### src/rtl/rcs_pkg.sv
// Package for the channel scan controller: operation codes, register indexes,
// the configuration bundle and the shared widths. It depends on nothing else.
`timescale 1ns / 1ps

package rcs_pkg;

   localparam int MAX_CHANNELS = 4;
   localparam int FREQ_REGS    = 4;
   localparam int USED_MAX     = (MAX_CHANNELS < FREQ_REGS) ? MAX_CHANNELS : FREQ_REGS;

   localparam int CHAN_W  = 2;
   localparam int COUNT_W = 3;
   localparam int FREQ_W  = 30;
   localparam int DBM_W   = 8;
   localparam int DWELL_W = 16;
   localparam int TIME_W  = 32;
   localparam int ALERT_W = 16;
   localparam int INDEX_W = 3;

   typedef enum logic [1:0] {
      OP_TICK      = 2'd0,
      OP_CLEAR     = 2'd1,
      OP_STEP_DOWN = 2'd2,
      OP_STEP_UP   = 2'd3
   } op_type;

   typedef enum logic [INDEX_W-1:0] {
      REG_THRESHOLD = 3'd0,
      REG_DWELL     = 3'd1,
      REG_COUNT     = 3'd2,
      REG_FREQ_0    = 3'd3,
      REG_FREQ_1    = 3'd4,
      REG_FREQ_2    = 3'd5,
      REG_FREQ_3    = 3'd6
   } reg_index_type;

   typedef struct packed {
      logic [DBM_W-1:0]               threshold;
      logic [DWELL_W-1:0]             dwell;
      logic [COUNT_W-1:0]             count;
      logic [FREQ_REGS-1:0][FREQ_W-1:0] freq;
   } cfg_type;

   localparam logic [DBM_W-1:0]   RST_THRESHOLD = 8'hB5;
   localparam logic [DWELL_W-1:0] RST_DWELL     = 16'd300;
   localparam logic [COUNT_W-1:0] RST_COUNT     = 3'd3;
   localparam logic [FREQ_W-1:0]  RST_FREQ_0    = 30'd315000000;
   localparam logic [FREQ_W-1:0]  RST_FREQ_1    = 30'd433920000;
   localparam logic [FREQ_W-1:0]  RST_FREQ_2    = 30'd868350000;
   localparam logic [FREQ_W-1:0]  RST_FREQ_3    = 30'd0;
   localparam logic [DBM_W-1:0]   RST_DBM       = 8'h88;

endpackage

### src/rtl/rcs_csr.sv
// Configuration registers of the channel scan controller.
// Depends on rcs_pkg for the register indexes, widths and reset values.
`timescale 1ns / 1ps

module rcs_csr (
   input  logic                         clock,
   input  logic                         reset,
   input  logic                         csr_write_enable,
   input  logic [rcs_pkg::INDEX_W-1:0]  csr_index,
   input  logic [rcs_pkg::FREQ_W-1:0]   csr_write_data,
   output rcs_pkg::cfg_type             cfg
);

   rcs_pkg::cfg_type cfg_ff;
   rcs_pkg::cfg_type cfg_in;

   always_comb begin
      cfg_in = cfg_ff;
      if (csr_write_enable) begin
         unique case (csr_index)
            rcs_pkg::REG_THRESHOLD: cfg_in.threshold = csr_write_data[rcs_pkg::DBM_W-1:0];
            rcs_pkg::REG_DWELL:     cfg_in.dwell     = csr_write_data[rcs_pkg::DWELL_W-1:0];
            rcs_pkg::REG_COUNT:     cfg_in.count     = csr_write_data[rcs_pkg::COUNT_W-1:0];
            rcs_pkg::REG_FREQ_0:    cfg_in.freq[0]   = csr_write_data;
            rcs_pkg::REG_FREQ_1:    cfg_in.freq[1]   = csr_write_data;
            rcs_pkg::REG_FREQ_2:    cfg_in.freq[2]   = csr_write_data;
            rcs_pkg::REG_FREQ_3:    cfg_in.freq[3]   = csr_write_data;
            default:                cfg_in = cfg_ff;
         endcase
      end
   end

   always_ff @(posedge clock) begin
      if (reset) begin
         cfg_ff.threshold <= rcs_pkg::RST_THRESHOLD;
         cfg_ff.dwell     <= rcs_pkg::RST_DWELL;
         cfg_ff.count     <= rcs_pkg::RST_COUNT;
         cfg_ff.freq[0]   <= rcs_pkg::RST_FREQ_0;
         cfg_ff.freq[1]   <= rcs_pkg::RST_FREQ_1;
         cfg_ff.freq[2]   <= rcs_pkg::RST_FREQ_2;
         cfg_ff.freq[3]   <= rcs_pkg::RST_FREQ_3;
      end else begin
         cfg_ff <= cfg_in;
      end
   end

   assign cfg = cfg_ff;

endmodule

### src/rtl/rcs_core.sv
// Scan state, input register and result register of the channel scan controller.
// Depends on rcs_pkg for the operation codes, widths and the configuration bundle.
`timescale 1ns / 1ps

module rcs_core (
   input  logic                                clock,
   input  logic                                reset,
   input  rcs_pkg::cfg_type                    cfg,
   input  logic                                req_valid,
   output logic                                req_ready,
   input  logic [1:0]                          req_operation,
   input  logic signed [rcs_pkg::DBM_W-1:0]    req_sample_dbm,
   input  logic [rcs_pkg::TIME_W-1:0]          req_now_ms,
   output logic                                rsp_valid,
   input  logic                                rsp_ready,
   output logic [rcs_pkg::CHAN_W-1:0]          rsp_channel,
   output logic [rcs_pkg::FREQ_W-1:0]          rsp_frequency_hz,
   output logic                                rsp_retune,
   output logic                                rsp_scanning,
   output logic [rcs_pkg::ALERT_W-1:0]         rsp_alert_count,
   output logic signed [rcs_pkg::DBM_W-1:0]    rsp_current_dbm,
   output logic signed [rcs_pkg::DBM_W-1:0]    rsp_peak_dbm
);

   localparam logic [rcs_pkg::COUNT_W-1:0] UsedMax = rcs_pkg::COUNT_W'(rcs_pkg::USED_MAX);

   logic                                in_valid_ff;
   rcs_pkg::op_type                     op_ff;
   logic signed [rcs_pkg::DBM_W-1:0]    sample_ff;
   logic [rcs_pkg::TIME_W-1:0]          now_ff;

   logic [rcs_pkg::CHAN_W-1:0]          chan_ff, chan_in;
   logic                                scan_ff, scan_in;
   logic [rcs_pkg::ALERT_W-1:0]         alerts_ff, alerts_in;
   logic signed [rcs_pkg::DBM_W-1:0]    last_ff, last_in;
   logic signed [rcs_pkg::DBM_W-1:0]    peak_ff, peak_in;
   logic [rcs_pkg::TIME_W-1:0]          hop_ff, hop_in;
   logic                                retune_in;

   logic                                out_valid_ff;
   logic [rcs_pkg::CHAN_W-1:0]          out_chan_ff;
   logic [rcs_pkg::FREQ_W-1:0]          out_freq_ff;
   logic                                out_retune_ff;
   logic                                out_scan_ff;
   logic [rcs_pkg::ALERT_W-1:0]         out_alerts_ff;
   logic signed [rcs_pkg::DBM_W-1:0]    out_last_ff;
   logic signed [rcs_pkg::DBM_W-1:0]    out_peak_ff;

   logic                                advance;
   logic [rcs_pkg::COUNT_W-1:0]         used;
   logic [rcs_pkg::COUNT_W-1:0]         chan_wide;
   logic [rcs_pkg::COUNT_W-1:0]         chan_plus;
   logic [rcs_pkg::CHAN_W-1:0]          chan_next;
   logic [rcs_pkg::CHAN_W-1:0]          chan_prev;
   logic [rcs_pkg::TIME_W-1:0]          elapsed;
   logic signed [rcs_pkg::DBM_W-1:0]    threshold;

   assign advance   = in_valid_ff && (!out_valid_ff || rsp_ready);
   assign req_ready = !in_valid_ff || advance;
   assign threshold = $signed(cfg.threshold);

   always_comb begin
      if (cfg.count == '0) begin
         used = rcs_pkg::COUNT_W'(1);
      end else if (cfg.count > UsedMax) begin
         used = UsedMax;
      end else begin
         used = cfg.count;
      end
      chan_wide = {1'b0, chan_ff};
      chan_plus = chan_wide + rcs_pkg::COUNT_W'(1);
      chan_next = (chan_plus >= used) ? '0 : chan_plus[rcs_pkg::CHAN_W-1:0];
      if (chan_ff == '0 || chan_wide >= used) begin
         chan_prev = rcs_pkg::CHAN_W'(used - rcs_pkg::COUNT_W'(1));
      end else begin
         chan_prev = chan_ff - rcs_pkg::CHAN_W'(1);
      end
      elapsed = now_ff - hop_ff;
   end

   always_comb begin
      chan_in   = chan_ff;
      scan_in   = scan_ff;
      alerts_in = alerts_ff;
      last_in   = last_ff;
      peak_in   = peak_ff;
      hop_in    = hop_ff;
      retune_in = 1'b0;
      case (op_ff)
         rcs_pkg::OP_TICK: begin
            last_in = sample_ff;
            if (sample_ff > peak_ff) begin
               peak_in = sample_ff;
            end
            if (sample_ff > threshold) begin
               if (scan_ff) begin
                  if (alerts_ff != '1) begin
                     alerts_in = alerts_ff + rcs_pkg::ALERT_W'(1);
                  end
                  scan_in = 1'b0;
               end
            end else if (scan_ff && elapsed > rcs_pkg::TIME_W'(cfg.dwell)) begin
               chan_in   = chan_next;
               hop_in    = now_ff;
               retune_in = 1'b1;
            end
         end
         rcs_pkg::OP_CLEAR: begin
            alerts_in = '0;
            peak_in   = $signed(rcs_pkg::RST_DBM);
            scan_in   = 1'b1;
         end
         rcs_pkg::OP_STEP_DOWN: begin
            scan_in   = 1'b0;
            chan_in   = chan_prev;
            retune_in = 1'b1;
         end
         rcs_pkg::OP_STEP_UP: begin
            scan_in   = 1'b0;
            chan_in   = chan_next;
            retune_in = 1'b1;
         end
         default: begin
            chan_in = chan_ff;
         end
      endcase
   end

   always_ff @(posedge clock) begin
      if (reset) begin
         in_valid_ff  <= 1'b0;
         out_valid_ff <= 1'b0;
         chan_ff      <= '0;
         scan_ff      <= 1'b1;
         alerts_ff    <= '0;
         last_ff      <= $signed(rcs_pkg::RST_DBM);
         peak_ff      <= $signed(rcs_pkg::RST_DBM);
         hop_ff       <= '0;
      end else begin
         if (req_ready) begin
            in_valid_ff <= req_valid;
         end
         if (advance) begin
            out_valid_ff <= 1'b1;
         end else if (rsp_ready) begin
            out_valid_ff <= 1'b0;
         end
         if (advance) begin
            chan_ff   <= chan_in;
            scan_ff   <= scan_in;
            alerts_ff <= alerts_in;
            last_ff   <= last_in;
            peak_ff   <= peak_in;
            hop_ff    <= hop_in;
         end
      end
   end

   always_ff @(posedge clock) begin
      if (req_valid && req_ready) begin
         op_ff     <= rcs_pkg::op_type'(req_operation);
         sample_ff <= req_sample_dbm;
         now_ff    <= req_now_ms;
      end
      if (advance) begin
         out_chan_ff   <= chan_in;
         out_freq_ff   <= cfg.freq[chan_in];
         out_retune_ff <= retune_in;
         out_scan_ff   <= scan_in;
         out_alerts_ff <= alerts_in;
         out_last_ff   <= last_in;
         out_peak_ff   <= peak_in;
      end
   end

   assign rsp_valid        = out_valid_ff;
   assign rsp_channel      = out_chan_ff;
   assign rsp_frequency_hz = out_freq_ff;
   assign rsp_retune       = out_retune_ff;
   assign rsp_scanning     = out_scan_ff;
   assign rsp_alert_count  = out_alerts_ff;
   assign rsp_current_dbm  = out_last_ff;
   assign rsp_peak_dbm     = out_peak_ff;

endmodule

### src/rtl/rssi_channel_scan_controller_top.sv
// Top level of the channel scan controller: configuration registers and scan core.
// Depends on rcs_pkg, rcs_csr and rcs_core.
// A word accepted goes to the input register, then to the result register once that is free.
// Throughput: one word per cycle while rsp_ready is high; a result frees as it is taken.
// Reset: synchronous; configuration and scan state return to their defaults, both ports empty.
`timescale 1ns / 1ps

module rssi_channel_scan_controller_top (
   input  logic                                clock,
   input  logic                                reset,
   input  logic                                csr_write_enable,
   input  logic [rcs_pkg::INDEX_W-1:0]         csr_index,
   input  logic [rcs_pkg::FREQ_W-1:0]          csr_write_data,
   input  logic                                req_valid,
   output logic                                req_ready,
   input  logic [1:0]                          req_operation,
   input  logic signed [rcs_pkg::DBM_W-1:0]    req_sample_dbm,
   input  logic [rcs_pkg::TIME_W-1:0]          req_now_ms,
   output logic                                rsp_valid,
   input  logic                                rsp_ready,
   output logic [rcs_pkg::CHAN_W-1:0]          rsp_channel,
   output logic [rcs_pkg::FREQ_W-1:0]          rsp_frequency_hz,
   output logic                                rsp_retune,
   output logic                                rsp_scanning,
   output logic [rcs_pkg::ALERT_W-1:0]         rsp_alert_count,
   output logic signed [rcs_pkg::DBM_W-1:0]    rsp_current_dbm,
   output logic signed [rcs_pkg::DBM_W-1:0]    rsp_peak_dbm
);

   rcs_pkg::cfg_type cfg;

   rcs_csr u_csr (
      .clock            (clock),
      .reset            (reset),
      .csr_write_enable (csr_write_enable),
      .csr_index        (csr_index),
      .csr_write_data   (csr_write_data),
      .cfg              (cfg)
   );

   rcs_core u_core (
      .clock            (clock),
      .reset            (reset),
      .cfg              (cfg),
      .req_valid        (req_valid),
      .req_ready        (req_ready),
      .req_operation    (req_operation),
      .req_sample_dbm   (req_sample_dbm),
      .req_now_ms       (req_now_ms),
      .rsp_valid        (rsp_valid),
      .rsp_ready        (rsp_ready),
      .rsp_channel      (rsp_channel),
      .rsp_frequency_hz (rsp_frequency_hz),
      .rsp_retune       (rsp_retune),
      .rsp_scanning     (rsp_scanning),
      .rsp_alert_count  (rsp_alert_count),
      .rsp_current_dbm  (rsp_current_dbm),
      .rsp_peak_dbm     (rsp_peak_dbm)
   );

endmodule

### config.mk
export PLATFORM = sky130hd
export DESIGN_NAME = rssi_channel_scan_controller_top
export DESIGN_NICKNAME = d
export VERILOG_FILES = /design/src/rtl/rcs_pkg.sv /design/src/rtl/rcs_csr.sv /design/src/rtl/rcs_core.sv /design/src/rtl/rssi_channel_scan_controller_top.sv
export SDC_FILE = /design/constraint.sdc
export NUM_CORES = 1
export LEC_CHECK = 0
export BUFFER_PORTS_ARGS = -buffer_cell sky130_fd_sc_hd__buf_2
export CAP_MARGIN = 10
export CORE_MARGIN = 4
export CORE_UTILIZATION = 45
export CTS_CLUSTER_SIZE = 30
export DETAILED_ROUTE_END_ITERATION = 10
export PLACE_DENSITY_LB_ADDON = 0.08
export SYNTH_ARGS = -nofsm -noshare
export SYNTH_HDL_FRONTEND = slang
export SYNTH_SLANG_ARGS = --single-unit
export TNS_END_PERCENT = 1
### constraint.sdc
create_clock -name clock -period 4.55 [get_ports clock]
set_input_delay 0.2275 -clock clock [delete_from_list [all_inputs] [get_ports clock]]
set_output_delay 0.2275 -clock clock [all_outputs]
set_load 0.1 [all_outputs]
# Yosys cells after proc, flatten, opt, wreduce, memory -nomap -nowiden
# Index checks and enable logic that the tools add are counted.
totals:
  output_inout_bits: 68
  latch_bits: 0
  wordCells: 93
  register_bits: 324
  romBits: 0
  ram_bits: 0
  memories: 0
op_classes:
  multipliers: 0
  n_mux: 23
  n_div: 0
  magnitude_cmp: 7
  add_sub_neg: 5
  shifts: 0
  n_eq_ne: 10
  reduce_logical: 22
  bitwise: 1
op_table:
  columns: ["op", "count"]
  rows:
  - ["binary-select mux 30 bit (select 2 bit)", 1]
  - ["two-way mux 16 bit", 3]
  - ["> comparator 32 x 16 -> 1 bit", 1]
  - ["one-hot mux 16 bit (2 select lines)", 1]
  - ["subtractor 32 bit", 1]
  - ["two-way mux 30 bit", 1]
  - ["adder 16 x 1 -> 16 bit (second input constant)", 1]
  - ["> comparator 8 bit", 2]
  - ["two-way mux 8 bit", 2]
  - ["!= test 16 bit (second input constant)", 1]
  - ["one-hot mux 8 bit (2 select lines)", 1]
  - ["AND reduction 2 bit", 7]
  - ["equality test 3 bit (second input constant)", 3]
  - ["two-way mux 2 bit", 4]
  - ["equality test 3 x 2 -> 1 bit (second input constant)", 2]
  - ["logical NOT 3 bit", 2]
  - ["two-way mux 3 bit", 2]
  - ["one-hot mux 2 bit (3 select lines)", 1]
  - ["two-way mux 1 bit", 5]
  - ["equality test 2 bit (second input constant)", 2]
  - ["logical NOT 2 bit", 2]
  - ["AND reduction 4 bit", 1]
  - ["subtractor 2 x 1 -> 2 bit (second input constant)", 2]
  - ["adder 2 x 1 -> 3 bit (second input constant)", 1]
  - ["other kinds (14)", 19]

# Depth between registers and ports, before layout
depth:
  ltp_word: 10
  mapped_depth: 25
  mapped_depth_nobuf: 24

# Cells and area by module
# From an unflattened synthesis, not the netlist that was laid out.
hier_totals:
  hier_cells: 1684
  hier_area_um2: 16452.0
by_module_without_submodules:
  columns: ["mod", "n_inst", "cells_per_inst", "area_each_um2"]
  rows:
  - ["rcs_core", 1, 1131, 10590.2]
  - ["rcs_csr", 1, 553, 5861.9]

# Worst setup path before layout
# Ideal clock, no wire load.
synth_path:
  kind: "register to register"
  from: "register u_core.now_ff[0] (netlist bit)"
  to: "register u_core.out_freq_ff, in the netlist u_core.rsp_frequency_hz[10], data pin"
  path_stages_with_launch: 24
  path_buffers: 2
  setup_time_ns: 0.273
  setup_slack_ns: -0.201
  arrival_ns: 4.478
  path_cell_list: "edfxtp_1 -> inv_1 -> ha_1 -> fa_1 -> nand2b_1 -> a21oi_2 -> o2111ai_1 -> and2_1 -> xnor2_1 -> ha_1 -> a21oi_1 -> nand2_1 -> a221oi_1 -> o211a_1 -> o221ai_1 -> nor4b_1 -> o2111ai_1 -> nor4_4 -> or2_1 -> a311o_1 -> buf_6 -> buf_4 -> mux2i_1 -> a22oi_1"
synth_via:
  elab_chain_cells: 8
synth_lines:
  columns: ["element", "line", "rtl"]
  rows:
  - ["from (decl)", "rcs_core.sv:30", "logic [rcs_pkg::TIME_W-1:0] now_ff;"]
  - ["from (signal assigned)", "rcs_core.sv:163", "now_ff <= req_now_ms;"]
  - ["subtractor 32 bit", "rcs_core.sv:78", "elapsed = now_ff - hop_ff;"]
  - ["> comparator 32 x 16 -> 1 bit", "rcs_core.sv:102", "end else if (scan_ff && elapsed > rcs_pkg::TIME_W'(cfg.dwell)) begin"]
  - ["logical AND 1 bit", "rcs_core.sv:102", null]
  - ["two-way mux 2 bit", "rcs_core.sv:102", null]
  - ["two-way mux 2 bit", "rcs_core.sv:95", "if (sample_ff > threshold) begin"]
  - ["one-hot mux 2 bit (3 select lines)", "rcs_core.sv:89", "case (op_ff)"]
  - ["binary-select mux 30 bit (select 2 bit)", "rcs_core.sv:167", "out_freq_ff <= cfg.freq[chan_in];"]
  - ["two-way mux 30 bit (implied by the code)", "rcs_core.sv:167", null]
  - ["to (signal assigned)", "rcs_core.sv:167", null]
  - ["to (decl)", "rcs_core.sv:42", "logic [rcs_pkg::FREQ_W-1:0] out_freq_ff;"]
# No other way between the ends. The select of a mux whose other input is x is not followed.
# A chain may end at the register's enable or synchronous reset.

# Worst setup path after layout
layout_path:
  from: "register u_core.now_ff[1] (netlist bit)"
  to: "register u_core.out_freq_ff, in the netlist u_core.rsp_frequency_hz[9], data pin"
# Same word-level chain as after synthesis.

==> impl_metrics.tcl <==
set metrics [dict create \
    drt_iter0_markers 709 \
    antenna_found_initial 0 \
    slew_violations 0 \
    status "complete, but fails checks" \
    clock_latency_ns 0.56 \
    post_cts_buffers 0 \
    path_class "reg -> reg" \
    worstHoldPathCells 3 \
    nets 2121 \
    syn_area_per_cell_um2 9.02 \
    required_ns 4.86 \
    ys.warnings.count 0 \
    gp_congestion 0.846 \
    ys_async_sr_fraction_pct 0 \
    seq_area_frac_synth_pct 48.3 \
    cap_violations 0 \
    slowest_delay_ns 0.44 \
    numPortBuffers 147 \
    grt_max_degree 69 \
    dr.pass1.iters 5 \
    area.growth.synth_to_final_pct 22.8 \
    p_leak_nw 7.52 \
    fin_crit_ns 5.14 \
    preCtsSetupSlack_ns -0.713 \
    timing.rr.end "u_core.rsp_frequency_hz[9]$_DFFE_PP_" \
    reg2reg_slack_ns -0.59 \
    fin_ws_ns -0.590 \
    cp_max_fo 31 \
    synth_simple_gate_area_share_pct 18.7 \
    cts-htree-levels 2 \
    final_cells 2454 \
    slowest_stage "a311o_2" \
    io_pins 148 \
    grt_pass1_wl_um 67300 \
    rr_startpoint "u_core.now_ff[1]$_DFFE_PP_" \
    synth_seq_cells 324 \
    grt_pass1_vias 13000 \
    nFillCells 3155 \
    tightest_slew_ns 1.01 \
    fmax_mhz 195 \
    clock_skew_ns 0.0192 \
    hp-start "csr_write_data[0]" \
    root_buffer "clkbuf_16" \
    worstSetupEndpointType "flip-flop" \
    synthCells 1736 \
    vias 13200 \
    ys.flop_type "dfxtp_1" \
    min_to "u_csr.cfg[60]$_SDFFE_PP0P_" \
    reg2reg_depth 23 \
    antenna_left 0 \
    synthMuxAreaShare_pct 5.32 \
    clock-sinks 324 \
    final_hold_viol_count 0 \
    layout-drive-gt1-share_pct 16.2 \
    syn_area_um2 15700 \
    synth_compound_area_share_pct 15.5 \
    avgViaCountPerCell 5.36 \
    cts_tree "done" \
    rows 68 \
    tns_ns -16.23 \
    hold_path_class "in -> reg" \
    drcViolationCount 0 \
    place_hpwl_um 26900 \
    core_um2 34500 \
    synthAdderAreaFrac_pct 5.80 \
    finalWirelength_um 41300 \
    worstPathCellList "ha_1, nor2b_1, o2111a_2, or2_2, nand2_1, o221ai_1, a21oi_1, xnor2_1, ha_1, nand3_1, nand2_1, a221oi_2, o211a_1, o221ai_1, nor4b_1, o2111ai_1, nor4_4, buf_12, nor4_1, a311o_2, bufbuf_16, a21oi_1, a22oi_1" \
    track_usage_pct 21.4 \
    yosysUniqueCellTypes 73 \
    cts_buffers 37 \
    worstPathArrival_ns 5.45 \
    violations "setup timing" \
    vdd_drop_max_v 0.000280 \
    start_util_pct 45.5 \
    yosys.area_share.xor_xnor_pct 1.67 \
    clock_path_buffers 3 \
    die_y_um 195 \
    p_per_area_nw_per_um2 389 \
    worst_setup_path_start_kind "flip-flop" \
    clk_pin_slew_ns 0.06 \
    setup-violations-final 33 \
    dp.cells 2311 \
    fp.dieArea_um2 37900 \
    grt_setup_unrepaired "true" \
    synth_top_family_by_area "simple AND/OR/NAND/NOR gates" \
    slew_headroom_pct 32.4 \
    fp.dieW_um 195 \
    synth_nets 1888 \
    grt.overflow.total 0 \
    min_period_over_period_pct 113 \
    routedWlPerCell_um 16.8 \
    synth_edf_count 108 \
]
==> how the worst max path moves through the flow <==
stage,to,start,cells after the start,slack (ns)
after floorplan,u_core.rsp_frequency_hz[10]$_DFFE_PP_,u_core.now_ff[1]$_DFFE_PP_,23,0.02
after global placement,u_core.rsp_frequency_hz[14]$_DFFE_PP_,u_core.now_ff[1]$_DFFE_PP_,23,-0.44
after detailed placement,u_core.rsp_frequency_hz[0]$_DFFE_PP_,u_core.now_ff[1]$_DFFE_PP_,22,-0.71
after CTS,u_core.rsp_frequency_hz[9]$_DFFE_PP_,u_core.now_ff[1]$_DFFE_PP_,23,-0.62
after global routing,u_core.rsp_frequency_hz[9]$_DFFE_PP_,u_core.now_ff[1]$_DFFE_PP_,23,-0.91
final,u_core.rsp_frequency_hz[9]$_DFFE_PP_,u_core.now_ff[1]$_DFFE_PP_,23,-0.59
==> where the power goes <==
part	switching [mW]	leakage [nW]	internal, mW
clock	1.23	0.600	1.78
combinational	0.847	4.15	0.440
sequential	0.0615	2.77	3.13
==> synthesized netlist by cell type, types with 4 or more instances <==
cell type  instances  area share (%)
nand3_1           66             2.1
nor2b_1           14            0.56
and2_1             8            0.32
or2_2              4            0.16
o21a_1            12            0.58
dfxtp_1          216              28
a21oi_1          196             6.3
inv_1             82             2.0
xnor2_1           18             1.0
and3_1            13            0.52
o21ai_0           25            0.80
nand2b_1          43             1.7
clkbuf_1          76             1.8
mux2i_1           72             4.6
edfxtp_1         108              21
a211oi_1          11            0.53
o2111ai_1          5            0.28
nor2_1           107             2.6
a221oi_1           6            0.34
o31ai_1            4            0.19
buf_2             16            0.51
ha_1              71             5.7
mux2_2            10            0.72
a31oi_1            6            0.24
nor4_1             4            0.16
nor3_1            24            0.77
a211o_1            9            0.50
nand2_1          353             8.5
a22oi_1           37             1.8
a22o_1             6            0.34
o211ai_1          17            0.81
xor2_1            10            0.56
a21o_1             7            0.34
nand4_1           13            0.52
==> critical path: cells and delay by family (launching register included) <==
kind,cells,cell delay [ns]
XOR/XNOR,1,0.15
adder cells (fa/ha/maj),2,0.56
buffers and inverters,2,0.51
flip-flops,1,0.42
AO/OA/AOI/OAI,10,2.04
AND/OR/NAND/NOR,8,1.21
==> metal layers <==
| metal | track usage, % | share of wire (%) | vias up |
|---|---|---|---|
| met3 | 3.43 | 4.9 | 76 |
| li1 | - | - | 6533 |
| met4 | 6.54 | 2.4 | 0 |
| met1 | 28.2 | 45 | 6223 |
| met5 | 0 | 0 | - |
| met2 | 36.3 | 47 | 325 |
==> logic make-up after synthesis <==
logic type | count (synthesis)
AO/OA/AOI/OAI | 382
XOR/XNOR | 29
adder cells (fa/ha/maj) | 72
buffers and inverters | 184
flip-flops | 324
multiplexers | 82
AND/OR/NAND/NOR | 663
==> what timing repair did <==
action	in CTS	in global routing
pin swaps	1	0
hold buffers	73	0
setup endpoints to repair	56	67
hold endpoints to repair	165	0
resized for setup	8	0
gates cloned	1	0
==> area by class of cell <==
cell class	count	area, um^2	area share (%)
diodes	1	2.50	0.0130
clock buffers	54	1080	5.63
clock inverters	14	149	0.774
inverters	85	322	1.67
multi-input cells	1228	7450	38.7
flip-flops and latches	324	7570	39.3
well taps	455	569	2.96
repair buffers	293	2090	10.9
==> registers in the layout, indices dropped and copies added (netlist names) <==
name                     cells
u_core.rsp_scanning          1
u_core.chan_ff               2
u_core.alerts_ff            16
u_csr.cfg                  147
u_core.rsp_channel           2
u_core.last_ff               8
u_core.now_ff               32
u_core.sample_ff             8
u_core.rsp_current_dbm       8
u_core.rsp_retune            1
u_core.rsp_frequency_hz     30
u_core.rsp_peak_dbm          8
u_core.in_valid_ff           1
u_core.rsp_valid             1
u_core.op_ff                 2
u_core.rsp_alert_count      16
u_core.scan_ff               1
u_core.hop_ff               32
u_core.peak_ff               8
==> layout by cell type, fill, tap and decap left out, drive strengths merged, types with 71 or more instances in the layout <==
| cell type | instances |
|---|---|
| nand2 | 353 |
| inv | 85 |
| mux2i | 72 |
| dlygate4sd3 | 73 |
| dfxtp | 216 |
| buf | 219 |
| a21oi | 197 |
| ha | 71 |
| nor2 | 108 |
| edfxtp | 108 |
==> per-stage QoR <==
stage	hold slack [ns]	utilization [%]	total power, mW	instance area (um^2)
finish	0.0367	55.8	7.49	19200
global route	0.0441	55.8	7.79	19200
CTS	0.0223	55.8	7.56	19200
detailed placement	0.406	49.9	4.47	17200
global placement	0.405	49.9	4.45	17200
floorplan	0.326	-	4.15	15700
Note: power is estimated with default switching activity, not from simulation.
